`config.mk`:
```
export PLATFORM = sky130hd
export DESIGN_NAME = fmpc_match
export DESIGN_NICKNAME = d
export VERILOG_FILES = /design/src/rtl/core/fmpc_pkg.sv /design/src/rtl/core/fmpc_match.sv
export SDC_FILE = /design/constraint.sdc
export NUM_CORES = 1
export LEC_CHECK = 0
export BUFFER_PORTS_ARGS = -buffer_cell sky130_fd_sc_hd__buf_2
export CAP_MARGIN = 0
export CELL_PAD_IN_SITES_DETAIL_PLACEMENT = 1
export CELL_PAD_IN_SITES_GLOBAL_PLACEMENT = 1
export CORE_AREA = 2 2 185 187
export DETAILED_ROUTE_END_ITERATION = 12
export DIE_AREA = 0 0 187 189
export GPL_TIMING_DRIVEN = 0
export PLACE_DENSITY_LB_ADDON = 0.1
export SLEW_MARGIN = 10
export SYNTH_ARGS = -nofsm -noshare
export SYNTH_HDL_FRONTEND = slang
export SYNTH_SLANG_ARGS = --single-unit
```
`constraint.sdc`:
```
create_clock -name vclk -period 2.8
set_input_delay 0.42 -clock vclk [all_inputs]
set_output_delay 0.42 -clock vclk [all_outputs]
set_load 0.01 [all_outputs]
```
`src/rtl/core/fmpc_pkg.sv`:
```
// shared types and constants of the first-match packet rule classifier
package fmpc_pkg;

  // item codes
  localparam logic [1:0] OP_WRITE    = 2'd0;
  localparam logic [1:0] OP_CLASSIFY = 2'd1;
  localparam logic [1:0] OP_READ     = 2'd2;

  // rule action that counts and keeps scanning
  localparam logic [2:0] ACT_COUNT = 3'd0;

  // configuration register indexes
  localparam int CFG_IDX_W  = 2;
  localparam int CFG_DATA_W = 5;
  localparam logic [CFG_IDX_W-1:0] CFG_RULE_COUNT  = 2'd0;
  localparam logic [CFG_IDX_W-1:0] CFG_MISS_ACTION = 2'd1;

  localparam logic [15:0] PORT_ANY_HI = 16'hFFFF;
  localparam logic [3:0]  IPV4        = 4'd4;

  // input word
  typedef struct packed {
    logic [1:0]  action;
    logic [3:0]  rule_index;
    logic [1:0]  word_select;
    logic [63:0] rule_word;
    logic [7:0]  l3_proto;
    logic [3:0]  ip_ver;
    logic [31:0] ip_src;
    logic [31:0] ip_dst;
    logic [11:0] outer_vid;
    logic [23:0] tunnel_vni;
    logic        has_l4;
    logic [31:0] l4_ports;
  } req_t;

  // result word
  typedef struct packed {
    logic [2:0]  result_action;
    logic [4:0]  matched_id;
    logic [63:0] hit_count;
    logic [63:0] default_count;
  } rsp_t;

  // one rule as read from the table
  typedef struct packed {
    logic [63:0] w3;
    logic [63:0] w2;
    logic [63:0] w1;
    logic [63:0] w0;
  } rule_t;

  // address words w0 and w1
  typedef struct packed {
    logic [31:0] mask;
    logic [31:0] addr;
  } addr_word_t;

  // port range word w2
  typedef struct packed {
    logic [15:0] dst_port_max;
    logic [15:0] dst_port_min;
    logic [15:0] src_port_max;
    logic [15:0] src_port_min;
  } port_word_t;

  // header word w3
  typedef struct packed {
    logic [8:0]  unused;
    logic [2:0]  action;
    logic        any_vni;
    logic        any_vlan;
    logic        any_ver;
    logic        any_proto;
    logic [3:0]  ver;
    logic [7:0]  proto;
    logic [11:0] vlan;
    logic [23:0] vni;
  } hdr_word_t;

  // match unit answer
  typedef struct packed {
    logic       hit;
    logic [2:0] action;
  } match_t;

endpackage

```
`src/rtl/core/fmpc_match.sv`:
```
// rule compare unit: one rule against one packet
module fmpc_match (
  input  fmpc_pkg::rule_t  rule,
  input  fmpc_pkg::req_t   pkt,
  output fmpc_pkg::match_t m
);
  import fmpc_pkg::*;

  addr_word_t src_w;
  addr_word_t dst_w;
  port_word_t port_w;
  hdr_word_t  hdr_w;
  logic [15:0] sport;
  logic [15:0] dport;
  logic proto_ok, ver_ok, vlan_ok, vni_ok, src_ok, dst_ok, ports_any, port_ok;

  assign src_w  = addr_word_t'(rule.w0);
  assign dst_w  = addr_word_t'(rule.w1);
  assign port_w = port_word_t'(rule.w2);
  assign hdr_w  = hdr_word_t'(rule.w3);
  assign sport  = pkt.l4_ports[31:16];
  assign dport  = pkt.l4_ports[15:0];

  // exact fields, each with its wildcard
  assign proto_ok = hdr_w.any_proto || (hdr_w.proto == pkt.l3_proto);
  assign ver_ok   = hdr_w.any_ver   || (hdr_w.ver == pkt.ip_ver);
  assign vlan_ok  = hdr_w.any_vlan  || (hdr_w.vlan == pkt.outer_vid);
  assign vni_ok   = hdr_w.any_vni   || (hdr_w.vni == pkt.tunnel_vni);

  // masked addresses, a nonzero mask needs ipv4
  assign src_ok = (src_w.mask == '0) ||
                  ((pkt.ip_ver == IPV4) && (((pkt.ip_src ^ src_w.addr) & src_w.mask) == '0));
  assign dst_ok = (dst_w.mask == '0) ||
                  ((pkt.ip_ver == IPV4) && (((pkt.ip_dst ^ dst_w.addr) & dst_w.mask) == '0));

  // port ranges, a specific range needs an l4 header
  assign ports_any = (port_w.src_port_min == '0) && (port_w.src_port_max == PORT_ANY_HI) &&
                     (port_w.dst_port_min == '0) && (port_w.dst_port_max == PORT_ANY_HI);
  assign port_ok = ports_any ||
                   (pkt.has_l4 &&
                    (sport >= port_w.src_port_min) && (sport <= port_w.src_port_max) &&
                    (dport >= port_w.dst_port_min) && (dport <= port_w.dst_port_max));

  assign m.hit    = proto_ok && ver_ok && src_ok && dst_ok && vlan_ok && vni_ok && port_ok;
  assign m.action = hdr_w.action;
endmodule

```
**Word-level counts from Yosys, hierarchy flattened**

Index checks and enable logic that the tools add are counted.

- Equal/unequal tests: 7
- Multiplexer cells: 0
- Bitwise logic cells: 4
- Add/sub/neg operators: 0
- Divide/modulo/power cells: 0
- Reductions and logical operators: 28
- Shift operators: 0
- Multiply operators: 0
- Order comparisons: 4

Operators with widths:

| operator | count |
|---|---|
| 32-bit zero test | 4 |
| 32-bit AND | 2 |
| 32-bit bitwise XOR | 2 |
| 16-bit equality test, second input constant | 2 |
| 16-bit greater-or-equal comparator | 2 |
| 16-bit <= comparator | 2 |
| 16-bit zero test | 2 |
| 24-bit equality test | 1 |
| 1-bit logical AND | 15 |
| 12-bit equality test | 1 |
| 8-bit equality test | 1 |
| 1-bit logical OR | 7 |
| 4-bit by 3-bit equality test with 1-bit output, second input constant | 1 |
| 4-bit equality test | 1 |

- Input bits: 473
- Memories kept: 0
- Logic and storage cells: 43
- Latch bits: 0
- ROM bits: 0
- Register bits after elaboration: 0
- Bits in writable memories: 0
- Output and inout port bits: 4

**Longest topological paths before layout**

Gate-level depths: netlist of run 1.

- Word-level depth: 10
- Mapped depth: 9
- Depth with buffers taken out: 9

**Worst setup path before layout of run 1**

Ideal clock, no wire load.

- Path type: input to output
- Start point: in rule[177] in the netlist's numbering
- End point: out m[3] in the netlist's numbering
- Slack: 222 ps
- Stages on the path: 9
- Arrival: 2158 ps
- Path buffers: 0
- Required time: 2380 ps
- Path through: inv_1 ha_1 nor2b_4 o211ai_2 a21oi_1 o31a_1 a2bb2oi_1 or4_1 a21oi_1

RTL lines:

| element | RTL line | source |
|---|---|---|
| from (decl) | fmpc_match.sv:3 | `input fmpc_pkg::rule_t rule,` |
| to (decl) | fmpc_match.sv:5 | `output fmpc_pkg::match_t m` |

==> results_dict.tcl, run 1 <==
set metrics [dict create \
    hold_viol 0 \
    dieArea_um2 35300 \
    final_core_utilization_pct 18.6 \
    non_filler_cell_area_final_um2 6180 \
    pwr-share-seq_pct 0 \
    combinationalPowerShare_pct 100.0 \
    netlist_instances 443 \
    post_synth_most_frequent_cells "xor2_1 (92), ha_1 (64), inv_1 (64), nand4_1 (35), nor4_1 (34)" \
    critPathLaunchType "input pin" \
    die_h_um 189 \
    whs_ps 1020 \
    timing.critical_path.to_type "output port" \
    initial_core_util_pct 9.91 \
    global_route.overflow_total 0 \
    power.switching_mw 0.432 \
    num-nets-final 1381 \
    hold_path_end "m[2]" \
    placement.io_buffers 393 \
    max_slew_margin_pct 55.2 \
    grt_start_max_net_pins 4 \
    path_max_fanout 3 \
    flow.area_growth_from_synthesis_pct 87.4 \
    finalCritPeriodShare_pct 100 \
    tritonroute_pass_1_iters 4 \
    critPathKind "in2out" \
    groute.usage.overall_pct 14.6 \
    largest_area_contributor_in_the_synthesized_netlist "xor2_1" \
    setup_total_negative_slack_ps 0 \
    synthesis.area_um2 3300 \
    power.ir.vdd_worst_mv 0.0433 \
    first_global_vias 5655 \
    row_count 67 \
    total_power_mw 0.862 \
    synth_seq_area_share_pct 0 \
    timing.final.max_slew_violations 0 \
    pwr_density_cell_nw_per_um2 139 \
    cts.hold.buffers_added 0 \
    share_of_cells_above_drive_strength_1_pct 52.6 \
    ios 477 \
    avgRoutedWirePerCell_um 20.7 \
    antenna_violating_nets_post_route 0 \
    synthTopCellsByArea "xor2_1 (24%), ha_1 (24%), inv_1 (7.3%)" \
    holdCritPathClass "in2out" \
    drt_drc_violations_left 0 \
    viasPerCell 3.80 \
    power_report.internal_total_mw 0.430 \
    max_freq_ghz 0.357 \
    num_vias 4928 \
    rsz0062_at_grt "true" \
    maximum_capacitance_violations 0 \
    finalWorstPathRequiredPeriod_ps 2800 \
    synth.top_cell.area_share_pct 24.4 \
    drt-initial-drc-count 126 \
    synth.most_common_cell "xor2_1" \
    worst_ep_required_time_ps 2380 \
    distinct_cell_type_count_after_synthesis 41 \
    synth.net_count 980 \
    outcome "finished, final reports clean" \
    number_of_antenna_violations_at_the_first_check_in_global_routing 9 \
    arrival_ps 2380 \
    grt_pass1_wl_mm 37.5 \
    timing.final.setup_violations 0 \
    n_fill_cell 4129 \
    syn-mean-instance-area_um2 7.45 \
    global_placer_s_final_weighted_congestion 0.850 \
    placeableCoreArea_um2 33300 \
    seqCellArea_um2 0 \
    pwr-share-clk_pct 0 \
    routed_wl_mm 26.9 \
    whs_path_depth 2 \
    ys_warnings 0 \
    power_switching_share_pct 50.1 \
    hpwlAfterDp_mm 25.8 \
    clock_buffer_count 0 \
    cellLeakagePower_nw 3.19 \
    placement.cell_area_um2 5830 \
    seq_cells 0 \
    timing_worst_slew_pin_value_ps 665 \
    holdCritStartpoint "rule[246]" \
    die_w_um 187 \
]
-- how the worst max path moves through the flow --
stage	to	slack, ps	from
floorplan	m[3]	220	rule[177]
global placement	m[3]	-390	pkt[133]
detailed placement	m[3]	-360	pkt[133]
CTS	m[3]	-60	rule[145]
global route	m[3]	-120	rule[151]
finish	m[3]	1	rule[152]
-- power by group through the flow --
stage / Clock (mW) / Sequential [mW] / Combinational [mW]
after global routing: 0.000000192 / 0 / 0.971
after floorplan: 0 / 0 / 0.327
after global placement: 0 / 0 / 0.818
after detailed placement: 0 / 0 / 0.817
after CTS: 0 / 0 / 0.860
final: 0.000000288 / 0 / 0.862
-- final cells by class --
cell class	count	area [um2]	area share, %
antenna	6	15.0	0.243
tap	448	561	9.06
inverter	64	243	3.92
timing repair buffer	399	2030	32.9
buffer	3	22.5	0.364
multi-input combinational	376	3310	53.5
-- timing repair --
item | CTS | global route
setup endpoints to repair | 1 | 1
buffers inserted | 4 | 2
gates cloned | 0 | 0
pin swaps | 20 | 12
resized for setup | 34 | 15
-- per-layer routing --
| layer | global-route usage [%] | part of all wire (%) | up-vias |
|---|---|---|---|
| li1 | - | - | 2451 |
| met1 | 20.0 | 48 | 2209 |
| met2 | 23.3 | 43 | 254 |
| met3 | 4.39 | 8.6 | 10 |
| met4 | 1.43 | 0.62 | 4 |
| met5 | 0 | 0.10 | - |
-- kinds of logic (layout without fill, tap and decap cells) --
family / after synthesis / in the layout / synth area share, %
adders and majority gates: 64 / 64 / 24.3
and+or+nand+nor: 114 / 114 / 20.0
buffers and inverters: 67 / 466 / 7.96
xor gates and xnor gates: 112 / 112 / 29.7
AOI/OAI and AO/OA: 86 / 86 / 18.1
other: 0 / 6 / 0
-- layout by cell type, fill, tap and decap left out, types with 3 or more instances in the layout --
cell and n:
a31oi_1 3, nor2_1 8, inv_1 56, diode_2 6
ha_1 51, a22oi_1 24, a21oi_1 19, inv_2 7
o21ai_0 3, xnor2_1 20, nor2b_1 3, o21ai_1 4
nand4_1 35, a21oi_2 6, nor4_1 31, buf_2 390
nand2_1 15, nor3_1 4, nand3_1 7, a21o_1 3
buf_4 10, xor2_1 92, ha_4 13
-- through the flow --
stage | std cells | setup slack (ps)
floorplan | 443 | 222
global placement | 1284 | -387
detailed placement | 1284 | -362
CTS | 1288 | -59.2
global route | 1294 | -118
finish | 1296 | 1.31
-- critical path, stage by stage --
cell and delay (ps):
buf_2 110, inv_1 80, ha_4 190, nand4_1 190
inv_1 80, a221oi_2 280, or3_1 160, o21ai_2 60
or4_1 510, a21oi_2 130, buf_4 140
(Power assumes the default switching activity.)
==> inputs of run 2 (changes only) <==
==> constraint.sdc (replaced) <==
create_clock -name vclk -period 2.8
set_input_delay 0.42 -clock vclk [all_inputs]
set_output_delay 0.42 -clock vclk [all_outputs]
set_load 0.1 [all_outputs]
==> run 2 against run 1 <==
Compared with the run above: fmax down 3.0%; first-iteration DRC count grew 29%; final cell count is 0.23% lower; largest cell class unchanged; die area is the same; non-clock buffer count down 6; critical endpoint unchanged; worst setup slack lost 88 ps; via count decreased by 0.85%; power increased by 0.87%; the flow now finishes with violations (negative setup slack).
==> results_dict.tcl, run 2 (synthesis results as in run 1) <==
set metrics [dict create \
    outcome "finished, violations left" \
    violations_in_the_final_reports "negative setup slack" \
    drt-initial-drc-count 163 \
    drt_drc_violations_left 0 \
    maximum_capacitance_violations 0 \
    timing.critical_path.cells "buf_2, xor2_1, a22o_1, a221oi_1, nand4_1, nor4_2, o221ai_2, a21oi_4, buf_12" \
    combinationalPowerShare_pct 100.0 \
    pwr-share-clk_pct 0 \
    power.ir.vdd_worst_mv 0.0456 \
    hpwlAfterDp_mm 26.0 \
    seq_cells 0 \
    num_vias 4886 \
    cellLeakagePower_nw 3.15 \
    placeableCoreArea_um2 33300 \
    num-nets-final 1375 \
    die_h_um 189 \
    arrival_ps 2470 \
    timing.final.setup_violations 1 \
    pwr-share-seq_pct 0 \
    die_w_um 187 \
    critPathKind "in2out" \
    finalCritPeriodShare_pct 103 \
    timing.critical_path.to_type "output port" \
    first_global_vias 5436 \
    commonest_non_fill_non_tap_cell_in_the_layout "buf_2" \
    pwr_density_cell_nw_per_um2 141 \
    holdCritStartpoint "rule[245]" \
    global_route.overflow_total 0 \
    timing.final.max_slew_violations 0 \
    grt_pass1_wl_mm 37.0 \
    worst_ep_required_time_ps 2380 \
    timing_worst_slew_pin_value_ps 664 \
    power_report.internal_total_mw 0.424 \
    hold_viol 0 \
    finalWorstPathRequiredPeriod_ps 2890 \
    groute.usage.overall_pct 14.5 \
    layout.cells.most_common_list "buf_2 (391), xor2_1 (92), inv_1 (54)" \
    routed_wl_mm 26.5 \
    power_switching_share_pct 51.2 \
    path_max_fanout 1 \
    viasPerCell 3.78 \
    flow.area_growth_from_synthesis_pct 86.9 \
    dp_slack_ps -511 \
    max_freq_ghz 0.346 \
    critPathMaxStageDelay_ps 470 \
    setup_total_negative_slack_ps -86.5 \
    share_of_cells_above_drive_strength_1_pct 52.9 \
    critPathLaunchType "input pin" \
    place.detailed.instances 1284 \
    avgRoutedWirePerCell_um 20.5 \
    cts_setup_buffers 0 \
    placement.io_buffers 393 \
    tritonroute_pass_1_iters 4 \
    row_count 67 \
    power.switching_mw 0.445 \
    post-route-worst-setup-slack_ps -86.5 \
    antenna_violating_nets_post_route 0 \
    clock_buffer_count 0 \
    timing.critical_path.slowest_stage_cell "nor4_2" \
    holdCritPathClass "in2out" \
    rsz0062_at_grt "true" \
    number_of_antenna_violations_at_the_first_check_in_global_routing 18 \
    cts.hold.buffers_added 0 \
    total_power_mw 0.869 \
    global_placer_s_final_weighted_congestion 0.831 \
    whs_path_depth 2 \
    seqCellArea_um2 0 \
    initial_core_util_pct 9.91 \
    final_cells 1293 \
    max_slew_margin_pct 55.3 \
    dieArea_um2 35300 \
    hold_path_end "m[1]" \
    ios 477 \
    grt_start_max_net_pins 4 \
]
## run 2: cell types whose count changed in the layout (fill, tap and decap cells not counted), moves of 2 or more
cell	before	now
buf_4	10	4
nor4_2	1	6
nor4_1	31	27
diode_2	6	9
o21ai_1	4	7
a21oi_2	6	4
buf_8	2	0
inv_1	56	54
inv_2	7	5
inv_4	1	3
inv_8	0	2
o21ai_0	3	1
## run 2: what timing repair did
| action | CTS | global route |
|---|---|---|
| hold endpoints to repair | 0 | 0 |
| endpoints found under the setup margin | 1 | 1 |
| pin swaps | 8 | 2 |
| resized for setup | 20 | 5 |
## run 2: stage by stage
stage,util [%],area [um2],hold slack (ps)
after floorplan,-,3500,1050
after global placement,18.1,6020,1220
after detailed placement,18.1,6020,1220
after CTS,18.4,6120,1230
after global routing,18.5,6150,1230
final,18.5,6170,1220
## run 2: how the worst max path moves through the flow
stage                       to  slack [ps]  startpoint  depth (start not counted)
final                     m[3]         -90    rule[77]                          9
after global routing      m[3]        -170   rule[185]                         11
after CTS                 m[3]        -120   rule[185]                         11
after detailed placement  m[3]        -510   rule[151]                         11
after global placement    m[3]        -570     pkt[35]                          8
after floorplan           m[3]         -20   rule[150]                          8
## run 2: metal layers
metal  up-vias  track usage, %  routed length (um)
met1      2172            22.6               13300
met4         2           0.244                  51
met3         4            2.95                2780
met2       273            21.3               10400
li1       2435               -                   -
met5         -               0                  10
## run 2: area by class of cell
class                           count  area, um2
Antenna cell                        9       22.5
Buffer                              3       22.5
Fill cell                        4163      27100
Inverter                           64        263
Multi-Input combinational cell    376       3310
Tap cell                          448        561
Timing Repair Buffer              393       1980
## run 2: critical path: cells and delay by family
kind                   cells  cell delay, ps
AO/OA/AOI/OAI              4             880
XOR/XNOR                   1             170
buffers and inverters      2             340
AND/OR/NAND/NOR            2             640
## run 2: power groups by stage
stage	logic [mW]	registers (mW)	clock network, mW
detailed placement	0.863	0	0
global route	0.975	0	0.0000000477
global placement	0.866	0	0
CTS	0.882	0	0
floorplan	0.361	0	0
finish	0.869	0	0.000000434
